[config.mk]
export PLATFORM = sky130hd
export DESIGN_NAME = iso2022jp_to_eucjp_decoder_flat
export DESIGN_NICKNAME = d
export VERILOG_FILES = /design/src/rtl/core/isoej_pkg.sv /design/src/rtl/core/isoej_ifs.sv /design/src/rtl/core/iso2022jp_to_eucjp_decoder.sv /design/src/rtl/core/isoej_decode.sv /design/src/rtl/core/isoej_out_fifo.sv /design/src/flat_wrapper.sv
export SDC_FILE = /design/constraint.sdc
export NUM_CORES = 1
export LEC_CHECK = 0
export BUFFER_PORTS_ARGS = -buffer_cell sky130_fd_sc_hd__buf_2
export CAP_MARGIN = 10
export CORE_MARGIN = 2
export CORE_UTILIZATION = 55
export DETAILED_ROUTE_END_ITERATION = 10
export PLACE_DENSITY = 0.73
export SLEW_MARGIN = 20
export SYNTH_ARGS = -nofsm -noshare
export SYNTH_HDL_FRONTEND = slang
export SYNTH_HIERARCHICAL = 1
export SYNTH_SLANG_ARGS = --single-unit
[constraint.sdc]
create_clock -name i_clk -period 3.6 [get_ports i_clk]
set_clock_uncertainty 0.15 [all_clocks]
set_input_delay 0.36 -clock i_clk [delete_from_list [all_inputs] [get_ports i_clk]]
set_output_delay 0.36 -clock i_clk [all_outputs]
set_load 0.03 [all_outputs]
[src/rtl/core/isoej_pkg.sv]
// shared types and constants for the iso-2022-jp to euc-jp decoder
`timescale 1ns / 1ps
`default_nettype none
package isoej_pkg;

    localparam logic [7:0] ESC_BYTE  = 8'h1B;
    localparam logic [7:0] HIGH_BIT  = 8'h80;
    localparam logic [7:0] SS2_BYTE  = 8'h8E;
    localparam logic [7:0] SS3_BYTE  = 8'h8F;
    localparam logic [7:0] CH_B      = 8'h42;
    localparam logic [7:0] CH_J      = 8'h4A;
    localparam logic [7:0] CH_I      = 8'h49;
    localparam logic [7:0] CH_AT     = 8'h40;
    localparam logic [7:0] CH_D      = 8'h44;
    localparam logic [7:0] CH_Q      = 8'h51;
    localparam logic [7:0] CH_DOLLAR = 8'h24;
    localparam logic [7:0] CH_PAREN  = 8'h28;

    localparam logic [1:0] MODE_ASCII = 2'd0;
    localparam logic [1:0] MODE_KANJI = 2'd1;
    localparam logic [1:0] MODE_KANA  = 2'd2;
    localparam logic [1:0] MODE_SUPP  = 2'd3;

    localparam logic [2:0] PH_NONE       = 3'd0;
    localparam logic [2:0] PH_ESC        = 3'd1;
    localparam logic [2:0] PH_ESC_PAREN  = 3'd2;
    localparam logic [2:0] PH_ESC_DOLLAR = 3'd3;
    localparam logic [2:0] PH_ESC_DP     = 3'd4;

    localparam int unsigned QDEPTH = 4;
    localparam int unsigned QAW    = $clog2(QDEPTH);

    typedef struct packed {
        logic [7:0] out_byte;
        logic       error;
        logic       last;
    } t_result;

    // results caused by one request, in order
    typedef struct packed {
        logic [1:0] cnt;
        t_result    r0;
        t_result    r1;
    } t_step;

endpackage
`default_nettype wire

[src/rtl/core/isoej_ifs.sv]
// valid/ready channel interfaces for the input and result streams
`timescale 1ns / 1ps
`default_nettype none
interface isoej_in_if;
    logic       valid;
    logic       ready;
    logic [7:0] in_byte;
    modport source (output valid, output in_byte, input ready);
    modport sink (input valid, input in_byte, output ready);
endinterface

interface isoej_out_if;
    logic       valid;
    logic       ready;
    logic [7:0] out_byte;
    logic       error;
    logic       last;
    modport source (output valid, output out_byte, output error, output last, input ready);
    modport sink (input valid, input out_byte, input error, input last, output ready);
endinterface
`default_nettype wire

[src/rtl/core/iso2022jp_to_eucjp_decoder.sv]
// top level of the iso-2022-jp to euc-jp stream decoder
`timescale 1ns / 1ps
`default_nettype none
// Converts an ISO-2022-JP byte stream into EUC-JP, one input byte per request
// on i_in and one result per request on o_out. A byte is taken into an input
// register, decoded there in a single pass against the escape/charset state,
// and its zero, one or two results are written into a four-entry result queue
// that drives o_out directly. A new byte can be accepted every cycle while the
// queue has room for a two-result byte. The sustained rate is set by the result
// port, which moves one result per cycle while o_out.ready is high: ASCII,
// JIS X 0208 and JIS X 0212 trail bytes give one result each, kana bytes and
// JIS X 0212 lead bytes give two, escape bytes give no result. An unknown
// escape gives one result with error set and out_byte zero, after which every
// byte is taken and dropped until reset. No flush is done at end of stream; a
// half-received character simply stays pending.
module iso2022jp_to_eucjp_decoder
    import isoej_pkg::*;
(
    input  wire logic    i_clk,
    input  wire logic    i_rst_n,
    isoej_in_if.sink     i_in,
    isoej_out_if.source  o_out
);

    // input register
    logic       r_in_valid;
    logic [7:0] r_in_byte;
    logic       room;
    logic       advance;
    t_step      step;

    // decode the held byte only when the queue can take both possible results
    assign advance  = r_in_valid && room;
    assign i_in.ready = !r_in_valid || advance;

    always_ff @(posedge i_clk) begin
        if (!i_rst_n) begin
            r_in_valid <= 1'b0;
        end else if (i_in.ready) begin
            r_in_valid <= i_in.valid;
        end
    end

    always_ff @(posedge i_clk) begin
        if (i_in.ready && i_in.valid) begin
            r_in_byte <= i_in.in_byte;
        end
    end

    // escape parser and charset state, results for the held byte
    isoej_decode u_decode (
        .i_clk   (i_clk),
        .i_rst_n (i_rst_n),
        .i_valid (advance),
        .i_byte  (r_in_byte),
        .o_step  (step)
    );

    // result queue, also the output register of the block
    isoej_out_fifo u_fifo (
        .i_clk   (i_clk),
        .i_rst_n (i_rst_n),
        .i_step  (step),
        .o_room  (room),
        .o_out   (o_out)
    );

endmodule
`default_nettype wire

[src/rtl/core/isoej_decode.sv]
// escape parser, charset state and per-byte result generation
`timescale 1ns / 1ps
`default_nettype none
module isoej_decode
    import isoej_pkg::*;
(
    input  wire logic       i_clk,
    input  wire logic       i_rst_n,
    input  wire logic       i_valid,
    input  wire logic [7:0] i_byte,
    output t_step           o_step
);

    logic [1:0] r_mode, n_mode;
    logic [2:0] r_phase, n_phase;
    logic       r_sbd, n_sbd;
    logic       r_halted, n_halted;
    logic       fail;
    logic [7:0] hi_byte;

    assign hi_byte = i_byte | HIGH_BIT;

    always_comb begin
        n_mode   = r_mode;
        n_phase  = r_phase;
        n_sbd    = r_sbd;
        n_halted = r_halted;
        fail     = 1'b0;
        o_step   = '0;
        if (i_valid && !r_halted) begin
            if (r_sbd) begin
                n_sbd = 1'b0;
                o_step.cnt = 2'd1;
                o_step.r0  = '{out_byte: hi_byte, error: 1'b0, last: 1'b1};
            end else begin
                case (r_phase)
                    PH_NONE: begin
                        if (i_byte == ESC_BYTE) begin
                            n_phase = PH_ESC;
                        end else begin
                            case (r_mode)
                                MODE_ASCII: begin
                                    o_step.cnt = 2'd1;
                                    o_step.r0  = '{out_byte: i_byte, error: 1'b0, last: 1'b1};
                                end
                                MODE_KANJI: begin
                                    n_sbd = 1'b1;
                                    o_step.cnt = 2'd1;
                                    o_step.r0  = '{out_byte: hi_byte, error: 1'b0, last: 1'b1};
                                end
                                MODE_KANA: begin
                                    o_step.cnt = 2'd2;
                                    o_step.r0  = '{out_byte: SS2_BYTE, error: 1'b0, last: 1'b0};
                                    o_step.r1  = '{out_byte: hi_byte, error: 1'b0, last: 1'b1};
                                end
                                default: begin
                                    n_sbd = 1'b1;
                                    o_step.cnt = 2'd2;
                                    o_step.r0  = '{out_byte: SS3_BYTE, error: 1'b0, last: 1'b0};
                                    o_step.r1  = '{out_byte: hi_byte, error: 1'b0, last: 1'b1};
                                end
                            endcase
                        end
                    end
                    PH_ESC: begin
                        if (i_byte == CH_PAREN) begin
                            n_phase = PH_ESC_PAREN;
                        end else if (i_byte == CH_DOLLAR) begin
                            n_phase = PH_ESC_DOLLAR;
                        end else begin
                            fail = 1'b1;
                        end
                    end
                    PH_ESC_PAREN: begin
                        n_phase = PH_NONE;
                        if (i_byte == CH_B || i_byte == CH_J) begin
                            n_mode = MODE_ASCII;
                        end else if (i_byte == CH_I) begin
                            n_mode = MODE_KANA;
                        end else begin
                            fail = 1'b1;
                        end
                    end
                    PH_ESC_DOLLAR: begin
                        if (i_byte == CH_PAREN) begin
                            n_phase = PH_ESC_DP;
                        end else begin
                            n_phase = PH_NONE;
                            if (i_byte == CH_AT || i_byte == CH_B) begin
                                n_mode = MODE_KANJI;
                            end else begin
                                fail = 1'b1;
                            end
                        end
                    end
                    PH_ESC_DP: begin
                        n_phase = PH_NONE;
                        if (i_byte == CH_D) begin
                            n_mode = MODE_SUPP;
                        end else if (i_byte == CH_Q) begin
                            n_mode = MODE_KANJI;
                        end else begin
                            fail = 1'b1;
                        end
                    end
                    default: begin
                        fail = 1'b1;
                    end
                endcase
                if (fail) begin
                    n_halted   = 1'b1;
                    n_phase    = PH_NONE;
                    n_sbd      = 1'b0;
                    o_step.cnt = 2'd1;
                    o_step.r0  = '{out_byte: 8'h00, error: 1'b1, last: 1'b1};
                end
            end
        end
    end

    always_ff @(posedge i_clk) begin
        if (!i_rst_n) begin
            r_mode   <= MODE_ASCII;
            r_phase  <= PH_NONE;
            r_sbd    <= 1'b0;
            r_halted <= 1'b0;
        end else begin
            r_mode   <= n_mode;
            r_phase  <= n_phase;
            r_sbd    <= n_sbd;
            r_halted <= n_halted;
        end
    end

endmodule
`default_nettype wire

[src/rtl/core/isoej_out_fifo.sv]
// small result queue: takes up to two results a cycle, hands out one when the sink is ready
`timescale 1ns / 1ps
`default_nettype none
module isoej_out_fifo
    import isoej_pkg::*;
(
    input  wire logic  i_clk,
    input  wire logic  i_rst_n,
    input  wire t_step i_step,
    output logic       o_room,
    isoej_out_if.source o_out
);

    t_result        r_mem [QDEPTH];
    logic [QAW-1:0] r_wr_ptr, n_wr_ptr;
    logic [QAW-1:0] r_rd_ptr, n_rd_ptr;
    logic [QAW:0]   r_count, n_count;
    logic           pop;
    logic [QAW-1:0] wr_ptr1;

    assign pop     = o_out.valid && o_out.ready;
    // room for a full two-result request
    assign o_room  = r_count <= (QAW+1)'(QDEPTH - 2);
    assign wr_ptr1 = r_wr_ptr + QAW'(1);

    assign o_out.valid    = r_count != '0;
    assign o_out.out_byte = r_mem[r_rd_ptr].out_byte;
    assign o_out.error    = r_mem[r_rd_ptr].error;
    assign o_out.last     = r_mem[r_rd_ptr].last;

    always_comb begin
        n_wr_ptr = r_wr_ptr + QAW'(i_step.cnt);
        n_rd_ptr = r_rd_ptr + QAW'(pop);
        n_count  = r_count + (QAW+1)'(i_step.cnt) - (QAW+1)'(pop);
    end

    always_ff @(posedge i_clk) begin
        if (i_step.cnt != 2'd0) begin
            r_mem[r_wr_ptr] <= i_step.r0;
        end
        if (i_step.cnt == 2'd2) begin
            r_mem[wr_ptr1] <= i_step.r1;
        end
    end

    always_ff @(posedge i_clk) begin
        if (!i_rst_n) begin
            r_wr_ptr <= '0;
            r_rd_ptr <= '0;
            r_count  <= '0;
        end else begin
            r_wr_ptr <= n_wr_ptr;
            r_rd_ptr <= n_rd_ptr;
            r_count  <= n_count;
        end
    end

endmodule
`default_nettype wire

[src/flat_wrapper.sv]
// flat-port wrapper written by rule: the top's interface ports become plain ports
module iso2022jp_to_eucjp_decoder_flat import isoej_pkg::*;
  (i_clk, i_rst_n, i_in_valid, i_in_in_byte, i_in_ready, o_out_valid, o_out_out_byte, o_out_error, o_out_last, o_out_ready);
  isoej_in_if i_in_i ();
  isoej_out_if o_out_i ();
  input  wire logic i_clk;
  input  wire logic i_rst_n;
  input wire logic [$bits(i_in_i.valid)-1:0] i_in_valid;
  input wire logic [$bits(i_in_i.in_byte)-1:0] i_in_in_byte;
  output wire logic [$bits(i_in_i.ready)-1:0] i_in_ready;
  output wire logic [$bits(o_out_i.valid)-1:0] o_out_valid;
  output wire logic [$bits(o_out_i.out_byte)-1:0] o_out_out_byte;
  output wire logic [$bits(o_out_i.error)-1:0] o_out_error;
  output wire logic [$bits(o_out_i.last)-1:0] o_out_last;
  input wire logic [$bits(o_out_i.ready)-1:0] o_out_ready;
  assign i_in_i.valid = i_in_valid;
  assign i_in_i.in_byte = i_in_in_byte;
  assign i_in_ready = i_in_i.ready;
  assign o_out_valid = o_out_i.valid;
  assign o_out_out_byte = o_out_i.out_byte;
  assign o_out_error = o_out_i.error;
  assign o_out_last = o_out_i.last;
  assign o_out_i.ready = o_out_ready;
  iso2022jp_to_eucjp_decoder u_core (.i_clk(i_clk), .i_rst_n(i_rst_n), .i_in(i_in_i), .o_out(o_out_i));
endmodule
==> flow_summary.toml <==
[global_route]
overflow = 0
grt_use_total_pct = 20.1
grt_pass1_vias = 2244
grt_pass1_wl_um = 11100
grt_max_degree = 21
antenna_found_initial = 0

[finish]
fin_nets = 323
drive_above_1_share_pct = 32.8
n_antenna_cell = 0
final_common_cell = "edfxtp_1"
final_area_um2 = 4090
final_cell_mix = "edfxtp_1 (48), buf_2 (23), nor2_1 (22)"
syn2layout_area_growth_pct = 11.3

[placed_design]
dp_hpwl_um = 4860
place_congestion = 0.928
io_buffers = 23
placed_area_um2 = 3850

[sta]
whs_ns = 0.0539
fmax_mhz = 296
setup_tns_ns = 0
setup_viol = 0
relSlewSlack_pct = 42.2
rsz0062_at_grt = "false"
period_share_pct = 94.0
slew_violations = 0
tightestPinTransition_ns = 0.860
hold_violations = 0
fin_crit_ns = 3.38

[pwr]
cellPowerDensity_nw_per_um2 = 528
total_power_uw = 2160
p_seq_share_pct = 43.0
swShare_pct = 27.3
p_switching_uw = 589
ir_drop_v = 0.000315
p_comb_share_pct = 22.9
clkPwrFrac_pct = 34.2
internal_power_uw = 1570
p_leak_uw = 0.00158

[logic_synthesis]
synth_area_leader_cell = "edfxtp_1"
async_reset_ff_share_pct = 0
yosysWarnings = 6
yosys.cell_types.count = 67
synth-seq-cells = 63
syn_area_per_cell_um2 = 13.4
synthFlopType = "edfxtp_1"
syn_area_um2 = 3680
synth_cells = 274
synthTopCellsByArea = "edfxtp_1 (39%), dfxtp_1 (8.2%), mux2_4 (7.3%)"
synth-edff-count = 48
yosysSeqAreaShare_pct = 47.4
yosysTopAreaCellShare_pct = 39.2
synthesis.nets = 294

[setup_path]
cp_data_arrival_time_ns = 3.23
cp_top_family = "compound AO/OA/AOI/OAI gates"
required_ns = 3.44
regToRegSetupSlack_ns = 0.22
path_cells = "nor4b_1 -> a21oi_1 -> a22oi_2 -> nand3_2 -> o31a_1 -> nor4bb_4 -> buf_12 -> a21o_1"
path_max_fanout = 11
cp-start-kind = "flop"
reg2reg_to = "u_core/u_fifo/r_mem[2][9]$_DFFE_PP_"
crit_type = "flop to flop"
cp_num_buf_inv = 1
cp_slowest_cell = "nor4b_1"
end_kind = "flop"
slowest_delay_ns = 0.52
reg2regPathDepth = 8
rr_startpoint = "u_core/r_in_byte[0]$_DFFE_PP_"

[clock_network]
clk_pin_slew_ns = 0.06
cts_tree = "yes"
cts_buffers = 9
root_buffer = "clkbuf_8"
clk_latency_ns = 0.33
cts_resized = 0
clkSinkCount = 63
clockBufferDepth = 2
holdBufCountCts = 0
post-cts-setup-buffers = 0
cts.htree.levels = 3

[hold_path]
holdPathStages = 1
hold_end = "u_core/r_in_byte[6]$_DFFE_PP_"
hold_path_startpoint = "i_in_in_byte[6]"
hp-class = "input port to flop"

[routing]
wl_per_cell_um = 17.8
via_per_inst = 5.88
drtIter0Drc = 153
drc = 0
totalWireLength_um = 6870
antenna_left = 0
vias = 2262
dr.pass1.iters = 6

[floorplan]
die_w_um = 85.8
io_pins = 24
dieHeight_um = 85.8
initial_utilization_pct = 57.3
coreArea_um2 = 6420
rows = 29
die-area_um2 = 7360

[outcome]
status = "finished clean"

[job]
maxCapViolations = 0
-- final cells by class --
type / count / area [um^2]
Timing Repair Buffer: 31 / 188
Clock inverter: 4 / 93.8
Multi-Input combinational cell: 191 / 1800
Sequential cell: 63 / 1740
Inverter: 7 / 26.3
Tap cell: 77 / 96.3
Clock buffer: 12 / 145
Fill cell: 513 / 2330
-- layer usage --
metal	up-vias	global-route usage (%)	share of wire (%)
met2	50	34.3	51
met4	0	8.95	1.1
met3	4	4.23	3.9
met5	-	0	0
met1	1115	24.7	44
li1	1093	-	-
-- power groups by stage --
stage / logic, uW / clock network (uW) / registers (uW)
floorplan: 433 / 0 / 903
global placement: 490 / 0 / 944
detailed placement: 498 / 0 / 947
CTS: 499 / 755 / 932
global route: 529 / 782 / 945
finish: 494 / 738 / 930
-- how the worst max path moves through the flow --
stage / start / endpoint / slack (ns) / cells past startpoint
6_report: u_core/r_in_byte[0]$_DFFE_PP_ / u_core/u_fifo/r_mem[2][9]$_DFFE_PP_ / 0.22 / 8
5_1_grt: u_core/r_in_byte[0]$_DFFE_PP_ / u_core/u_fifo/r_mem[2][0]$_DFFE_PP_ / 0.03 / 8
4_1_cts: u_core/r_in_byte[0]$_DFFE_PP_ / u_core/u_fifo/r_mem[2][9]$_DFFE_PP_ / 0.27 / 8
3_5_place_dp: u_core/r_in_byte[0]$_DFFE_PP_ / u_core/u_fifo/r_mem[2][8]$_DFFE_PP_ / 0.30 / 8
3_3_place_gp: u_core/r_in_byte[0]$_DFFE_PP_ / u_core/u_fifo/r_mem[2][7]$_DFFE_PP_ / 0.37 / 8
2_1_floorplan: u_core/r_in_byte[0]$_DFFE_PP_ / u_core/u_fifo/r_mem[2][0]$_DFFE_PP_ / 0.42 / 10
-- Yosys cell counts (all sizes together) (2+ instances only) --
cell type	count
o31ai	3
ha	7
inv	7
or4b	2
or3	2
or3b	2
and2b	2
mux4	10
a21boi	5
nand2	9
nand2b	6
a21oi	5
mux2	40
dfxtp	15
nor4b	6
mux2i	6
or2	2
o21ai	5
a21o	2
nor2b	5
nor2	22
buf	12
and2	14
nor3	4
nor4bb	2
nand3	7
xnor3	2
edfxtp	48
-- cell families (layout without fill, tap and decap cells) --
| logic type | count (synthesis) | after routing | share of synthesized area (%) |
|---|---|---|---|
| mux | 56 | 56 | 21.8 |
| simple gates | 93 | 93 | 16.4 |
| xor+xnor | 2 | 2 | 1.22 |
| other cells | 1 | 1 | 0.102 |
| buf+inv | 20 | 54 | 3.67 |
| fa+ha+maj | 8 | 8 | 2.93 |
| compound gates | 31 | 31 | 6.47 |
| flops | 63 | 63 | 47.4 |
-- worst reg2reg max path: stages, from the launching register on --
cell and delay, ns:
edfxtp_1 0.51, nor4b_1 0.52, a21oi_1 0.19, a22oi_2 0.29
nand3_2 0.11, o31a_1 0.42, nor4bb_4 0.35, buf_12 0.19
a21o_1 0.32
-- registers in the layout, indices dropped and copies added (netlist names) --
register and cells:
u_core/u_decode/r_phase 3, u_core/r_in_valid 1, u_core/u_decode/r_mode 2, u_core/u_decode/r_sbd 1
u_core/u_fifo/r_wr_ptr 2, u_core/u_fifo/r_count 3, u_core/r_in_byte 8, u_core/u_fifo/r_rd_ptr 2
u_core/u_decode/r_halted 1, u_core/u_fifo/r_mem 40
-- metrics by stage --
stage / utilization, % / instances / worst slack (ns)
after floorplan: - / 274 / 0.420
after global placement: 60.0 / 369 / 0.372
after detailed placement: 60.0 / 369 / 0.300
after CTS: 63.7 / 385 / 0.271
after global routing: 63.7 / 385 / 0.0275
final: 63.7 / 385 / 0.216
Power figures use the tool's default switching activity.
